==> src/rtl/core/pgpc_pkg.sv <==
// Package for the polygon gate point counter: sizes, item codes and shared types.
// No dependencies; every other file in rtl/core refers to it by scoped names.
`default_nettype none

package pgpc_pkg;

  // table capacity and coordinate format
  localparam int MAX_VERTICES = 16;
  localparam int COORD_BITS   = 32;
  localparam int MIN_USABLE   = 3;

  // derived widths
  localparam int IDX_W  = $clog2(MAX_VERTICES);
  localparam int CNT_W  = $clog2(MAX_VERTICES + 1);
  localparam int DIFF_W = COORD_BITS + 1;
  localparam int PROD_W = 2 * DIFF_W;

  // fixed field widths of the channels
  localparam int KIND_W  = 2;
  localparam int TOTAL_W = 32;
  localparam int HELD_W  = 5;

  // item kinds
  typedef enum logic [KIND_W-1:0] {
    KIND_CLEAR  = 2'd0,
    KIND_APPEND = 2'd1,
    KIND_TEST   = 2'd2
  } pgpc_kind_t;

  // one stored vertex
  typedef struct packed {
    logic signed [COORD_BITS-1:0] x;
    logic signed [COORD_BITS-1:0] y;
  } pgpc_vertex_t;

  // edge walk request, aligned with the table read issue
  typedef struct packed {
    logic rd_en;
    logic first;
  } pgpc_walk_t;

  // edge unit status back to the sequencer
  typedef struct packed {
    logic busy;
    logic odd;
  } pgpc_edge_stat_t;

endpackage

`default_nettype wire

==> src/rtl/core/pgpc_vertex_ram.sv <==
// Vertex table: one write port, one read port with registered read data.
// Depends on pgpc_pkg for the depth and the vertex type.
`default_nettype none

module pgpc_vertex_ram (
  input  wire logic                       clk,
  input  wire logic                       wr_en,
  input  wire logic [pgpc_pkg::IDX_W-1:0] wr_addr,
  input  wire pgpc_pkg::pgpc_vertex_t     wr_data,
  input  wire logic                       rd_en,
  input  wire logic [pgpc_pkg::IDX_W-1:0] rd_addr,
  output pgpc_pkg::pgpc_vertex_t          rd_data
);

  pgpc_pkg::pgpc_vertex_t mem [pgpc_pkg::MAX_VERTICES];
  pgpc_pkg::pgpc_vertex_t rd_data_r;

  // write port
  always_ff @(posedge clk) begin
    if (wr_en) begin
      mem[wr_addr] <= wr_data;
    end
  end

  // read port, registered read data
  always_ff @(posedge clk) begin
    if (rd_en) begin
      rd_data_r <= mem[rd_addr];
    end
  end

  assign rd_data = rd_data_r;

endmodule

`default_nettype wire

==> config.mk <==
export PLATFORM = sky130hd
export DESIGN_NAME = pgpc_vertex_ram
export DESIGN_NICKNAME = d
export VERILOG_FILES = /design/src/rtl/core/pgpc_pkg.sv /design/src/rtl/core/pgpc_vertex_ram.sv
export SDC_FILE = /design/constraint.sdc
export NUM_CORES = 1
export LEC_CHECK = 0
export BUFFER_PORTS_ARGS = -buffer_cell sky130_fd_sc_hd__buf_2
export CORE_ASPECT_RATIO = 0.6
export CORE_MARGIN = 8
export CORE_UTILIZATION = 30
export CTS_BUF_LIST = sky130_fd_sc_hd__clkbuf_8
export CTS_CLUSTER_SIZE = 30
export DETAILED_ROUTE_END_ITERATION = 8
export SYNTH_ARGS = -nofsm -noshare
export SYNTH_HDL_FRONTEND = slang
export SYNTH_SLANG_ARGS = --single-unit
==> constraint.sdc <==
create_clock -name clk -period 9 [get_ports clk]
set_clock_uncertainty 0.15 [all_clocks]
set_input_delay 0.9 -clock clk [delete_from_list [all_inputs] [get_ports clk]]
set_output_delay 0.9 -clock clk [all_outputs]
set_load 0.1 [all_outputs]
==> qor.yml <==
worst_setup_path:
  cp_max_fo: 156
  cp-end-kind: "flip-flop"
  startpoint: "rd_addr[1]"
  cp_data_arrival_time_ns: 3.65
  cp-start-kind: "input pin"
  critical_path_required_ns: 9.43
  path_class: "input pin to flip-flop"
  reg2reg_from: "mem[2][21]$_DFFE_PP_"
grt:
  globalRouteTotalUtil_pct: 13.3
  first_global_vias: 19400
  grt_remaining_overflow: 0
  antenna_found_initial: 23
  grt_max_degree: 157
  grt_pass1_wl_um: 141000
clock_network:
  insertion_delay_ns: 0.82
  cts_hold_buffers: 0
  cts.sinks: 1088
  cts_setup_buffers: 0
  clk_pin_slew_ns: 0.07
  cts_buffers: 153
  clock_path_buffers: 3
  cts_root_buf: "clkbuf_8"
  cts_tree: "built"
  post_cts_resized: 0
  htree_levels: 4
layout:
  final_common_cell: "edfxtp_1"
  drive_above_1_share_pct: 31.3
  finish.net_count: 1960
  mostFrequentLayoutCells: "1088 x edfxtp_1, 256 x mux4_2, 155 x clkbuf_8"
  syn2layout_area_growth_pct: 14.3
route:
  drtIter0Drc: 1833
  drt_pass1_iterations: 5
  dr_total_vias: 18400
  routed_wl_um: 98900
  wl_per_cell_um: 26.0
  drc: 0
  ant_nets: 0
  via_per_inst: 4.84
floorplanning:
  die_width_um: 489
  die_area_um2: 146000
  fp.dieH_um: 300
  start_util_pct: 30.1
  core_area_um2: 134000
  num_rows: 104
  num_io_pins: 139
synth:
  avgSynthCellArea_um2: 24.4
  yosysUniqueCellTypes: 17
  synth_warnings: 0
  synth_top_area_cell: "edfxtp_1"
  synth_top_area_share_pct: 81.2
  yosysSeqAreaShare_pct: 81.2
  ys_ff_latch: 1088
  synth_cells: 1647
  synthTopCellsByArea: "edfxtp_1 81%, mux4_2 14%, a22oi_1 2.4%, nand2_1 0.61%, buf_6 0.36%"
  syn_area_um2: 40200
  syn_nets: 1722
hold_path:
  hold_start: "wr_data[23]"
  hold_path_class: "input pin to flip-flop"
power:
  power_density_nw_per_um2: 219
  ir_drop_v: 0.000155
  p_leak_nw: 14.4
sta:
  setup_viol: 0
  hold-worst-slack_ns: 0.290
  rsz0062_at_grt: "false"
  min_period_ns: 3.23
  final-hold-violation-count: 0
  fin_crit_sh_pct: 35.8
  tightestPinTransition_ns: 1.47
  fin_tns_setup_ns: 0
  fmax_mhz: 310
  maxSlewHeadroom_pct: 2.33
  maxSlewViolCount: 0
placed_design:
  portBuffers: 138
  post-dp-hpwl_um: 49700
  place_congestion: 0.701
outcome:
  status: "complete, no violations"
run:
  drv_cap: 0
synthesized netlist by cell type, drive strengths merged:
cell	count
edfxtp	1088
mux4	256
a22oi	128
nand2	65
buf	48
clkbuf	36
nor2	13
nor3	4
nand2b	2
nand3b	2
nor2b	2
and2	1
nand3	1
or3b	1
stage by stage:
step | power [W] | cells | instance area (µm²) | utilization (%) | setup WS [ns]
3_3_place_gp | 0.00651 | 3532 | 43100 | 32.3 | 5.01
3_5_place_dp | 0.00653 | 3532 | 43100 | 32.3 | 5.02
6_report | 0.0101 | 3810 | 46000 | 34.4 | 5.77
5_1_grt | 0.0104 | 3805 | 45900 | 34.4 | 5.78
4_1_cts | 0.0102 | 3803 | 45900 | 34.4 | 5.95
2_1_floorplan | 0.00630 | 1647 | 40200 | - | 2.52
kinds of logic (layout without fill, tap and decap cells):
group	Yosys count	in the layout	share of synthesized area (%)
flops	1088	1088	81.2
mux	256	256	14.3
compound gates	128	128	2.39
simple gates	91	91	0.927
buf+inv	84	438	1.12
other cells	0	7	0
path summary, 6_finish.rpt:
kind	to	slack [ns]	cells after the start
worst min-delay path	mem[13][23]$_DFFE_PP_	0.29	1
worst max register to register	rd_data[21]$_DFFE_PP_	7.22	3
worst max-delay path	rd_data[52]$_DFFE_PP_	5.77	5
worst min register to register	rd_data[42]$_DFFE_PP_	0.60	3
routing by layer:
layer  global-route usage (%)  share of wire (%)
met2                     20.9                 47
met4                     3.11                1.5
met5                        0              0.051
met1                     18.6                 44
met3                     3.51                7.8
critical path, cell delays in order:
cell	delay (ns)
buf_8	0.59
buf_12	0.51
mux4_2	0.43
a22oi_1	0.37
nand2_1	0.08
area by class of cell:
type	count	area, µm²
Fill cell	12300	87700
Sequential cell	1088	32700
Multi-Input combinational cell	475	7230
Tap cell	1802	2250
Clock buffer	155	2130
Timing Repair Buffer	167	956
Clock inverter	116	689
Antenna cell	7	17.5
flip-flops by register name, summed over array words and instances, names as in the netlist:
name,cells
mem,1024
rd_data,64
power by group:
part	internal [W]	switching, W	leakage [nW]	total [W]
Combinational	0.000190	0.000472	2.92	0.000662
Clock	0.00177	0.00189	1.60	0.00365
Sequential	0.00571	0.0000405	9.89	0.00575
Power figures use the tool's default switching activity.
