--- src/rtl/core/pgpc_pkg.sv ---
// Package for the polygon gate point counter: sizes, item codes and shared types.
// No dependencies; every other file in rtl/core refers to it by scoped names.
`default_nettype none

package pgpc_pkg;

  // table capacity and coordinate format
  localparam int MAX_VERTICES = 16;
  localparam int COORD_BITS   = 32;
  localparam int MIN_USABLE   = 3;

  // derived widths
  localparam int IDX_W  = $clog2(MAX_VERTICES);
  localparam int CNT_W  = $clog2(MAX_VERTICES + 1);
  localparam int DIFF_W = COORD_BITS + 1;
  localparam int PROD_W = 2 * DIFF_W;

  // fixed field widths of the channels
  localparam int KIND_W  = 2;
  localparam int TOTAL_W = 32;
  localparam int HELD_W  = 5;

  // item kinds
  typedef enum logic [KIND_W-1:0] {
    KIND_CLEAR  = 2'd0,
    KIND_APPEND = 2'd1,
    KIND_TEST   = 2'd2
  } pgpc_kind_t;

  // one stored vertex
  typedef struct packed {
    logic signed [COORD_BITS-1:0] x;
    logic signed [COORD_BITS-1:0] y;
  } pgpc_vertex_t;

  // edge walk request, aligned with the table read issue
  typedef struct packed {
    logic rd_en;
    logic first;
  } pgpc_walk_t;

  // edge unit status back to the sequencer
  typedef struct packed {
    logic busy;
    logic odd;
  } pgpc_edge_stat_t;

endpackage

`default_nettype wire

--- src/rtl/core/pgpc_if.sv ---
// Channel interfaces of the polygon gate point counter: item input and result output.
// Depends on pgpc_pkg for the field widths.
`default_nettype none

interface pgpc_in_if;
  logic                                  valid;
  logic                                  ready;
  logic [pgpc_pkg::KIND_W-1:0]           kind;
  logic signed [pgpc_pkg::COORD_BITS-1:0] x_value;
  logic signed [pgpc_pkg::COORD_BITS-1:0] y_value;

  modport source (output valid, kind, x_value, y_value, input ready);
  modport sink   (input valid, kind, x_value, y_value, output ready);
endinterface

interface pgpc_out_if;
  logic                          valid;
  logic                          ready;
  logic                          inside_res;
  logic                          gate_usable;
  logic                          table_full;
  logic [pgpc_pkg::TOTAL_W-1:0]  kept_total;
  logic [pgpc_pkg::TOTAL_W-1:0]  tested_total;
  logic [pgpc_pkg::HELD_W-1:0]   vertices_held;

  modport source (output valid, inside_res, gate_usable, table_full, kept_total,
                  tested_total, vertices_held, input ready);
  modport sink   (input valid, inside_res, gate_usable, table_full, kept_total,
                  tested_total, vertices_held, output ready);
endinterface

`default_nettype wire

--- src/rtl/core/pgpc_ctrl.sv ---
// Sequencer: takes transactions, keeps counts, walks the vertex table, holds the result.
// Depends on pgpc_pkg and the channel interfaces in pgpc_if.sv.
`default_nettype none

module pgpc_ctrl (
  input  wire logic                        clk,
  input  wire logic                        rst_n,
  pgpc_in_if.sink                          in_ch,
  pgpc_out_if.source                       out_ch,
  output logic                             wr_en,
  output logic [pgpc_pkg::IDX_W-1:0]       wr_addr,
  output pgpc_pkg::pgpc_vertex_t           wr_data,
  output logic [pgpc_pkg::IDX_W-1:0]       rd_addr,
  output pgpc_pkg::pgpc_walk_t             walk,
  output logic signed [pgpc_pkg::COORD_BITS-1:0] px,
  output logic signed [pgpc_pkg::COORD_BITS-1:0] py,
  input  wire pgpc_pkg::pgpc_edge_stat_t   stat
);

  localparam int CW = pgpc_pkg::CNT_W;
  localparam int TW = pgpc_pkg::TOTAL_W;

  typedef enum logic [3:0] {
    ST_IDLE  = 4'b0001,
    ST_WALK  = 4'b0010,
    ST_DRAIN = 4'b0100,
    ST_EMIT  = 4'b1000
  } state_t;

  state_t            state_r, state_nxt;
  logic [CW-1:0]     vcount_r, vcount_nxt;
  logic [CW-1:0]     rd_cnt_r, rd_cnt_nxt;
  logic [TW-1:0]     kept_r, kept_nxt;
  logic [TW-1:0]     tested_r, tested_nxt;
  logic              inside_r, inside_nxt;
  logic              full_r, full_nxt;
  logic signed [pgpc_pkg::COORD_BITS-1:0] px_r, py_r;
  logic              accept, out_free, load_out;
  logic [CW-1:0]     rd_idx;

  // output register
  logic              out_valid_r, out_inside_r, out_usable_r, out_full_r;
  logic [TW-1:0]     out_kept_r, out_tested_r;
  logic [pgpc_pkg::HELD_W-1:0] out_held_r;

  assign in_ch.ready = (state_r == ST_IDLE);
  assign accept      = in_ch.valid && in_ch.ready;
  assign out_free    = !out_valid_r || out_ch.ready;
  assign load_out    = (state_r == ST_EMIT) && out_free;

  // table write on append
  assign wr_en     = accept && (in_ch.kind == pgpc_pkg::KIND_APPEND) &&
                     (vcount_r < CW'(pgpc_pkg::MAX_VERTICES));
  assign wr_addr   = vcount_r[pgpc_pkg::IDX_W-1:0];
  assign wr_data.x = in_ch.x_value;
  assign wr_data.y = in_ch.y_value;

  // walk order: last vertex first, then vertex 0 upwards
  assign rd_idx     = (rd_cnt_r == '0) ? (vcount_r - CW'(1)) : (rd_cnt_r - CW'(1));
  assign rd_addr    = rd_idx[pgpc_pkg::IDX_W-1:0];
  assign walk.rd_en = (state_r == ST_WALK);
  assign walk.first = (state_r == ST_WALK) && (rd_cnt_r == '0);
  assign px         = px_r;
  assign py         = py_r;

  // sequencer and counters
  always_comb begin
    state_nxt  = state_r;
    vcount_nxt = vcount_r;
    rd_cnt_nxt = rd_cnt_r;
    kept_nxt   = kept_r;
    tested_nxt = tested_r;
    inside_nxt = inside_r;
    full_nxt   = full_r;
    case (state_r)
      ST_IDLE: begin
        if (accept) begin
          inside_nxt = 1'b0;
          full_nxt   = 1'b0;
          state_nxt  = ST_EMIT;
          case (in_ch.kind)
            pgpc_pkg::KIND_CLEAR: begin
              vcount_nxt = '0;
              kept_nxt   = '0;
              tested_nxt = '0;
            end
            pgpc_pkg::KIND_APPEND: begin
              if (vcount_r < CW'(pgpc_pkg::MAX_VERTICES)) begin
                vcount_nxt = vcount_r + CW'(1);
              end else begin
                full_nxt = 1'b1;
              end
            end
            pgpc_pkg::KIND_TEST: begin
              if (tested_r != '1) begin
                tested_nxt = tested_r + TW'(1);
              end
              if (vcount_r >= CW'(pgpc_pkg::MIN_USABLE)) begin
                rd_cnt_nxt = '0;
                state_nxt  = ST_WALK;
              end
            end
            default: begin
              // unknown kind reports the current state only
            end
          endcase
        end
      end
      ST_WALK: begin
        rd_cnt_nxt = rd_cnt_r + CW'(1);
        if (rd_cnt_r == vcount_r) begin
          state_nxt = ST_DRAIN;
        end
      end
      ST_DRAIN: begin
        if (!stat.busy) begin
          inside_nxt = stat.odd;
          if (stat.odd && (kept_r != '1)) begin
            kept_nxt = kept_r + TW'(1);
          end
          state_nxt = ST_EMIT;
        end
      end
      ST_EMIT: begin
        if (out_free) begin
          state_nxt = ST_IDLE;
        end
      end
      default: begin
        state_nxt = ST_IDLE;
      end
    endcase
  end

  always_ff @(posedge clk) begin
    if (!rst_n) begin
      state_r  <= ST_IDLE;
      vcount_r <= '0;
      rd_cnt_r <= '0;
      kept_r   <= '0;
      tested_r <= '0;
      inside_r <= 1'b0;
      full_r   <= 1'b0;
    end else begin
      state_r  <= state_nxt;
      vcount_r <= vcount_nxt;
      rd_cnt_r <= rd_cnt_nxt;
      kept_r   <= kept_nxt;
      tested_r <= tested_nxt;
      inside_r <= inside_nxt;
      full_r   <= full_nxt;
    end
  end

  // latch the test point
  always_ff @(posedge clk) begin
    if (accept) begin
      px_r <= in_ch.x_value;
      py_r <= in_ch.y_value;
    end
  end

  // result register, free to take the next result once the sink takes this one
  always_ff @(posedge clk) begin
    if (!rst_n) begin
      out_valid_r <= 1'b0;
    end else if (load_out) begin
      out_valid_r <= 1'b1;
    end else if (out_ch.ready) begin
      out_valid_r <= 1'b0;
    end
  end

  always_ff @(posedge clk) begin
    if (load_out) begin
      out_inside_r <= inside_r;
      out_usable_r <= vcount_r >= CW'(pgpc_pkg::MIN_USABLE);
      out_full_r   <= full_r;
      out_kept_r   <= kept_r;
      out_tested_r <= tested_r;
      out_held_r   <= pgpc_pkg::HELD_W'(vcount_r);
    end
  end

  assign out_ch.valid         = out_valid_r;
  assign out_ch.inside_res    = out_inside_r;
  assign out_ch.gate_usable   = out_usable_r;
  assign out_ch.table_full    = out_full_r;
  assign out_ch.kept_total    = out_kept_r;
  assign out_ch.tested_total  = out_tested_r;
  assign out_ch.vertices_held = out_held_r;

endmodule

`default_nettype wire

--- src/flat_wrapper.sv ---
// flat-port wrapper written by rule: the top's interface ports become plain ports
module pgpc_ctrl_flat 
  (clk, rst_n, wr_en, wr_addr, wr_data, rd_addr, walk, px, py, stat, in_ch_valid, in_ch_kind, in_ch_x_value, in_ch_y_value, in_ch_ready, out_ch_valid, out_ch_inside_res, out_ch_gate_usable, out_ch_table_full, out_ch_kept_total, out_ch_tested_total, out_ch_vertices_held, out_ch_ready);
  pgpc_in_if in_ch_i ();
  pgpc_out_if out_ch_i ();
  input  wire logic clk;
  input  wire logic rst_n;
  output logic wr_en;
  output logic [pgpc_pkg::IDX_W-1:0] wr_addr;
  output pgpc_pkg::pgpc_vertex_t wr_data;
  output logic [pgpc_pkg::IDX_W-1:0] rd_addr;
  output pgpc_pkg::pgpc_walk_t walk;
  output logic signed [pgpc_pkg::COORD_BITS-1:0] px;
  output logic signed [pgpc_pkg::COORD_BITS-1:0] py;
  input  wire pgpc_pkg::pgpc_edge_stat_t stat;
  input wire logic [$bits(in_ch_i.valid)-1:0] in_ch_valid;
  input wire logic [$bits(in_ch_i.kind)-1:0] in_ch_kind;
  input wire logic [$bits(in_ch_i.x_value)-1:0] in_ch_x_value;
  input wire logic [$bits(in_ch_i.y_value)-1:0] in_ch_y_value;
  output wire logic [$bits(in_ch_i.ready)-1:0] in_ch_ready;
  output wire logic [$bits(out_ch_i.valid)-1:0] out_ch_valid;
  output wire logic [$bits(out_ch_i.inside_res)-1:0] out_ch_inside_res;
  output wire logic [$bits(out_ch_i.gate_usable)-1:0] out_ch_gate_usable;
  output wire logic [$bits(out_ch_i.table_full)-1:0] out_ch_table_full;
  output wire logic [$bits(out_ch_i.kept_total)-1:0] out_ch_kept_total;
  output wire logic [$bits(out_ch_i.tested_total)-1:0] out_ch_tested_total;
  output wire logic [$bits(out_ch_i.vertices_held)-1:0] out_ch_vertices_held;
  input wire logic [$bits(out_ch_i.ready)-1:0] out_ch_ready;
  assign in_ch_i.valid = in_ch_valid;
  assign in_ch_i.kind = in_ch_kind;
  assign in_ch_i.x_value = in_ch_x_value;
  assign in_ch_i.y_value = in_ch_y_value;
  assign in_ch_ready = in_ch_i.ready;
  assign out_ch_valid = out_ch_i.valid;
  assign out_ch_inside_res = out_ch_i.inside_res;
  assign out_ch_gate_usable = out_ch_i.gate_usable;
  assign out_ch_table_full = out_ch_i.table_full;
  assign out_ch_kept_total = out_ch_i.kept_total;
  assign out_ch_tested_total = out_ch_i.tested_total;
  assign out_ch_vertices_held = out_ch_i.vertices_held;
  assign out_ch_i.ready = out_ch_ready;
  pgpc_ctrl u_core (.clk(clk), .rst_n(rst_n), .in_ch(in_ch_i), .out_ch(out_ch_i), .wr_en(wr_en), .wr_addr(wr_addr), .wr_data(wr_data), .rd_addr(rd_addr), .walk(walk), .px(px), .py(py), .stat(stat));
endmodule
--- config.mk ---
export PLATFORM = sky130hd
export DESIGN_NAME = pgpc_ctrl_flat
export DESIGN_NICKNAME = d
export VERILOG_FILES = /design/src/rtl/core/pgpc_pkg.sv /design/src/rtl/core/pgpc_if.sv /design/src/rtl/core/pgpc_ctrl.sv /design/src/flat_wrapper.sv
export SDC_FILE = /design/constraint.sdc
export NUM_CORES = 1
export LEC_CHECK = 0
export ABC_CLOCK_PERIOD_IN_PS = 5300
export BUFFER_PORTS_ARGS = -buffer_cell sky130_fd_sc_hd__buf_2
export CORE_MARGIN = 2
export CORE_UTILIZATION = 41
export DETAILED_ROUTE_END_ITERATION = 10
export GPL_TIMING_DRIVEN = 0
export PLACE_DENSITY_LB_ADDON = 0.05
export REMOVE_ABC_BUFFERS = 1
export SLEW_MARGIN = 20
export SYNTH_ARGS = -nofsm -noshare
export SYNTH_HDL_FRONTEND = slang
export SYNTH_SLANG_ARGS = --single-unit
--- constraint.sdc ---
create_clock -name clk -period 5.3 [get_ports clk]
set_input_delay 0 -clock clk [delete_from_list [all_inputs] [get_ports clk]]
set_output_delay 0 -clock clk [all_outputs]
set_load 0.005 [all_outputs]
==> out/summary.txt, run 1 <==
die boundary height = 156 um
RSZ-0062 raised after global routing = false
Min Hold Slack = 116 ps
sw frac = 0.229
cell mode on critical path = and4_1
Bufs on Longest Clock Path = 3
DRC errors left = 0
CP max stage cell = and4_1
Post-CTS Setup Bufs = 0
TNS Setup = 0 ps
Hold Crit Class = in -> reg
initial core utilization = 0.417
CP peak stage delay = 760 ps
worst slew pin tran = 1100 ps
Final period util = 0.634
Crit Path Class = reg -> reg
Seq pwr share = 0.504
Post-synth EDFFs = 136
DR WL/cell = 19.0 um
max_cap viols = 0
area of the mapped netlist = 9420 um^2
routability cong. = 0.801
width of the die = 156 um
cell internal pwr = 2.91 mW
Rel. slew slack = 0.267
Final Power = 3.77 mW
skew final = 10.4 ps
first-pass GRT wire length = 40300 um
Async S/R FF share, synth = 0
Max VDD drop = 0.139 mV
Post-DP Area = 10700 um^2
Via density = 5.50
share of cells above drive strength 1 = 0.321
Clock Latency Late Sink = 520 ps
Final #Nets = 1177
area grow syn2layout = 28.5%
top cell family by delay on the critical path = simple AND/OR/NAND/NOR gates
largest net degree at the start of global routing = 62
CTS tree = built
WP data required = 5750 ps
post-CTS sizing = 0
final hold viol count = 0
Worst-path clk slew = 60 ps
GRT overflow = 0
detailed-route wire length = 26700 um
clock power share = 0.405
initial antenna violation count = 0
Tmin final = 3360 ps
FF+latch count, synth = 217
post-route ant nets = 0
Die ar. = 24200 um^2
Global Route Usage Sum = 0.208
post-synth cell types = 61
Core Box Area = 22600 um^2
sw power = 866 uW
Post-Syn Instances = 817
CTS Buf Count = 24
I/O pin cnt = 285
Antenna Cells = 0
PD cells = 312 nW/um^2
buffers and inverters on the worst path = 0
design area = 12100 um^2
status = complete, no violations
CP Max Fanout = 18
reported leakage power = 4.41 nW
DR pass1 iterations = 5
HPWL after detailed placement = 17800 um
H-tree Lvls = 1
Fill cells = 1983
Clock Root Buffer = clkbuf_16
sequential share of the synthesized area = 0.606
Most used DFF post-synth = edfxtp_1
detailed-route via count = 7714
Comb pwr share = 0.091
Synth Warn # = 0
# setup viols final = 0
Max Clk Rate = 298 MHz
buffers added on ports = 284
fin. max-slew vios = 0
CP cell instances = ha_1, and3_1, and4_1, and4_1, or2_1, o221a_2
Post-CTS Hold Fix Bufs = 71
Synth Area per Inst = 11.5 um^2
number of global-route vias before repair = 7198
total clock sinks = 217
CP Launch Type = flip-flop
CP arrival = 3810 ps
CP Capture Type = flip-flop
FP Rows = 55
initial drt markers = 578
-- cells in the final DEF (no fill, tap or decap), drive strengths merged, types with 5 or more instances in the layout --
cell         Yosys  final
a211oi          10     10
a21bo            5      5
a21oi           45     45
a311oi          12     12
a31oi           17     17
a41oi            8      8
and2             8      8
and3            13     13
and4             9      9
buf             75    292
clkbuf          32     37
clkinv           0      7
dfxtp           81     81
dlygate4sd3      0     71
edfxtp         136    136
ha               6      6
inv             17     17
nand2           54     54
nand3           39     39
nand4           29     29
nor2            34     34
nor3            21     21
nor3b            5      5
nor4            13     13
o21a             5      5
o21ai           35     35
o221a           16     16
o311ai           5      5
o31ai            8      8
o41ai            6      6
or3             14     14
or4              8      8
or4b             5      5
xor2             5      5
-- per-layer routing --
metal	vias to the layer above	wire (um)	track usage
met2	291	13000	0.348
met4	0	634	0.0638
li1	3673	-	-
met5	-	0	0
met3	52	1740	0.0400
met1	3698	11300	0.276
-- kinds of logic after synthesis --
group / after synthesis / synth area share
fa+ha+maj: 6 / 0.00797
compound gates: 191 / 0.142
mux: 2 / 0.00212
buf+inv: 124 / 0.0784
xor+xnor: 9 / 0.00837
simple gates: 268 / 0.155
flops: 217 / 0.606
-- area by class of cell --
| class | count | area (um^2) | area share |
|---|---|---|---|
| sequential | 217 | 5710 | 0.471 |
| timing repair buffer | 363 | 2240 | 0.185 |
| multi-input combinational | 476 | 3020 | 0.249 |
| clock inverter | 7 | 42.5 | 0.00351 |
| clock buffer | 37 | 679 | 0.0561 |
| inverter | 17 | 66.3 | 0.00548 |
| tap | 285 | 357 | 0.0295 |
-- through the flow --
stage,worst slack (ps),std cells,util
after global placement,-1020,1279,0.466
after floorplan,710,710,-
after detailed placement,2030,1287,0.472
final,1940,1402,0.536
after global routing,1800,1402,0.536
after CTS,2010,1402,0.536
-- worst register-to-register path: cells and delay by family (launching register included) --
family / cells / cell delay [ps]
AO/OA/AOI/OAI: 1 / 310
adder cells (fa/ha/maj): 1 / 240
flip-flops: 1 / 450
AND/OR/NAND/NOR: 4 / 2300
-- cells in the mapped netlist, types with 9 or more instances --
cell type | n | share of area
a31oi_1 | 17 | 0.011
inv_1 | 16 | 0.0064
and4_1 | 9 | 0.0084
nand3_1 | 39 | 0.021
a21oi_1 | 44 | 0.023
edfxtp_1 | 136 | 0.43
a311oi_1 | 12 | 0.011
or3_1 | 14 | 0.0093
nor3_1 | 21 | 0.011
buf_4 | 69 | 0.055
and3_1 | 13 | 0.0086
o221a_2 | 16 | 0.019
clkbuf_1 | 31 | 0.012
nor4_1 | 12 | 0.0080
dfxtp_1 | 81 | 0.17
nor2_1 | 34 | 0.014
a211oi_1 | 10 | 0.0080
nand4_1 | 29 | 0.019
nand2_1 | 54 | 0.022
o21ai_0 | 35 | 0.019
-- power by group through the flow --
| stage | Combinational [mW] | Sequential (mW) | Clock (mW) |
|---|---|---|---|
| after floorplan | 0.0825 | 1.95 | 0 |
| after global placement | 0.288 | 1.95 | 0 |
| after detailed placement | 0.303 | 1.94 | 0 |
| after CTS | 0.343 | 1.90 | 1.57 |
| after global routing | 0.372 | 1.91 | 1.64 |
| final | 0.344 | 1.90 | 1.53 |
-- state kept, by name (all words and copies together), names as in the netlist --
signal / flops
u_core.kept_r: 32
u_core.tested_r: 32
u_core.px: 32
u_core.full_r: 1
u_core.out_ch.tested_total: 32
u_core.py: 32
u_core.out_ch.valid: 1
u_core.out_ch.vertices_held: 5
u_core.out_ch.kept_total: 32
u_core.vcount_r: 5
u_core.out_ch.table_full: 1
u_core.state_r: 4
u_core.out_ch.inside_res: 1
u_core.rd_cnt_r: 5
u_core.out_ch.gate_usable: 1
u_core.inside_r: 1
-- final timing paths --
check | start | end | slack, ps | depth (start not counted)
setup reg to reg | u_core.tested_r[0] | u_core.tested_r[13] | 1940 | 6
hold reg to reg | u_core.full_r | u_core.out_ch.table_full | 440 | 0
hold / removal | rst_n | u_core.tested_r[29] | 120 | 2
setup / recovery | u_core.tested_r[0] | u_core.tested_r[13] | 1940 | 6
Note: power is estimated with default switching activity, not from simulation.
==> run 2, diff against run 1 <==
ABC_CLOCK_PERIOD_IN_PS = 3450   (was 5300)
clock period = 3.45 ns   (was 5.3 ns; I/O delays follow)
==> run 2 against run 1 <==
Compared with the run above: largest cell class unchanged; clock skew hardly changed; highest routed layer unchanged; critical path type unchanged; total power up 54%; register-to-register slack got worse by 1700 ps.
==> out/summary.txt, run 2 (same netlist as run 1, synthesis figures left out) <==
DRC errors left = 0
Die ar. = 24200 um^2
HPWL after detailed placement = 17800 um
Final period util = 0.919
Core Box Area = 22600 um^2
Bufs on Longest Clock Path = 3
final hold viol count = 0
H-tree Lvls = 1
CP cell instances = ha_1, and3_1, and4_1, and4_2, or2_1, o221a_2
detailed-route via count = 7712
CP arrival = 3620 ps
Clock Latency Late Sink = 520 ps
Worst-path clk slew = 60 ps
CP max stage cell = or2_1
initial core utilization = 0.417
Post-CTS Setup Bufs = 0
routability cong. = 0.801
buffers and inverters on the worst path = 0
Max VDD drop = 0.214 mV
commonest cells after routing, fill and taps aside = buf_2, edfxtp_1, dfxtp_1, dlygate4sd3_1, nand2_1
Worst Slack Setup Final = 280 ps
initial antenna violation count = 0
placed insts = 1287
initial drt markers = 578
WP data required = 3900 ps
reported leakage power = 4.41 nW
Antenna Cells = 0
CP Capture Type = flip-flop
max_cap viols = 0
Global Route Usage Sum = 0.208
status = complete, no violations
fin. max-slew vios = 0
total clock sinks = 217
GRT overflow = 0
Post-DP Area = 10700 um^2
CP peak stage delay = 650 ps
width of the die = 156 um
first-pass GRT wire length = 40300 um
Clock Root Buffer = clkbuf_16
design area = 12100 um^2
skew final = 10.4 ps
I/O pin cnt = 285
top cell family by delay on the critical path = simple AND/OR/NAND/NOR gates
TNS Setup = 0 ps
DR WL/cell = 19.0 um
Rel. slew slack = 0.267
Crit Path Class = reg -> reg
DP Worst Slack = 184 ps
post-route insts no fill = 1402
CTS tree = built
post-route ant nets = 0
detailed-route wire length = 26700 um
area grow syn2layout = 28.5%
worst slew pin tran = 1100 ps
Tmin final = 3170 ps
commonest non-fill, non-tap cell in the layout = buf_2
die boundary height = 156 um
share of cells above drive strength 1 = 0.322
Via density = 5.50
# setup viols final = 0
buffers added on ports = 284
Final #Nets = 1177
RSZ-0062 raised after global routing = false
largest net degree at the start of global routing = 62
FP Rows = 55
CP Launch Type = flip-flop
CTS Buf Count = 24
CP Max Fanout = 18
PD cells = 479 nW/um^2
Hold Crit Class = in -> reg
number of global-route vias before repair = 7198
Max Clk Rate = 315 MHz
DR pass1 iterations = 5
Fill cells = 1982
[run 2: changes by cell type in the layout (fill, tap and decap cells not counted)]
cell	delta
and4_2	+1
and4_1	-1
[run 2: stage by stage]
stage,hold WS [ps],power (mW),utilization
6_report,116,5.80,0.536
5_1_grt,134,6.02,0.536
4_1_cts,96.4,5.86,0.536
3_5_place_dp,180,3.44,0.472
3_3_place_gp,181,3.43,0.466
2_1_floorplan,0,3.13,-
[run 2: area by class of cell]
cell class / instances / area, um^2 / share of cell area
Clock inverter: 7 / 42.5 / 0.00351
Multi-Input combinational cell: 476 / 3020 / 0.249
Timing Repair Buffer: 363 / 2240 / 0.185
Sequential cell: 217 / 5710 / 0.471
Tap cell: 285 / 357 / 0.0295
Clock buffer: 37 / 679 / 0.0561
Inverter: 17 / 66.3 / 0.00548
[run 2: power breakdown]
part	internal, mW	switching (mW)	leakage, nW	total (mW)
combinational	0.225	0.304	2.19	0.529
clock	1.35	0.992	0.352	2.35
sequential	2.89	0.0327	1.87	2.92
[run 2: final timing paths]
check                           slack (ps)  cells past startpoint          startpoint                  endpoint
worst min register to register         440                      0       u_core.full_r  u_core.out_ch.table_full
worst max register to register         280                      6  u_core.tested_r[0]       u_core.tested_r[13]
worst min-delay path                   120                      2               rst_n       u_core.tested_r[29]
worst max-delay path                   280                      6  u_core.tested_r[0]       u_core.tested_r[13]
[run 2: routing by layer]
layer,track usage,share of wire,vias to the layer above
met2,0.348,0.49,291
li1,-,-,3673
met4,0.0638,0.024,0
met3,0.0400,0.065,52
met1,0.276,0.42,3696
met5,0,0,-
[run 2: timing repair]
action,4_1_cts,5_1_grt
hold buffers,71,0
hold endpoints to repair,75,0
gates resized for setup,0,1
setup endpoints to repair,0,15
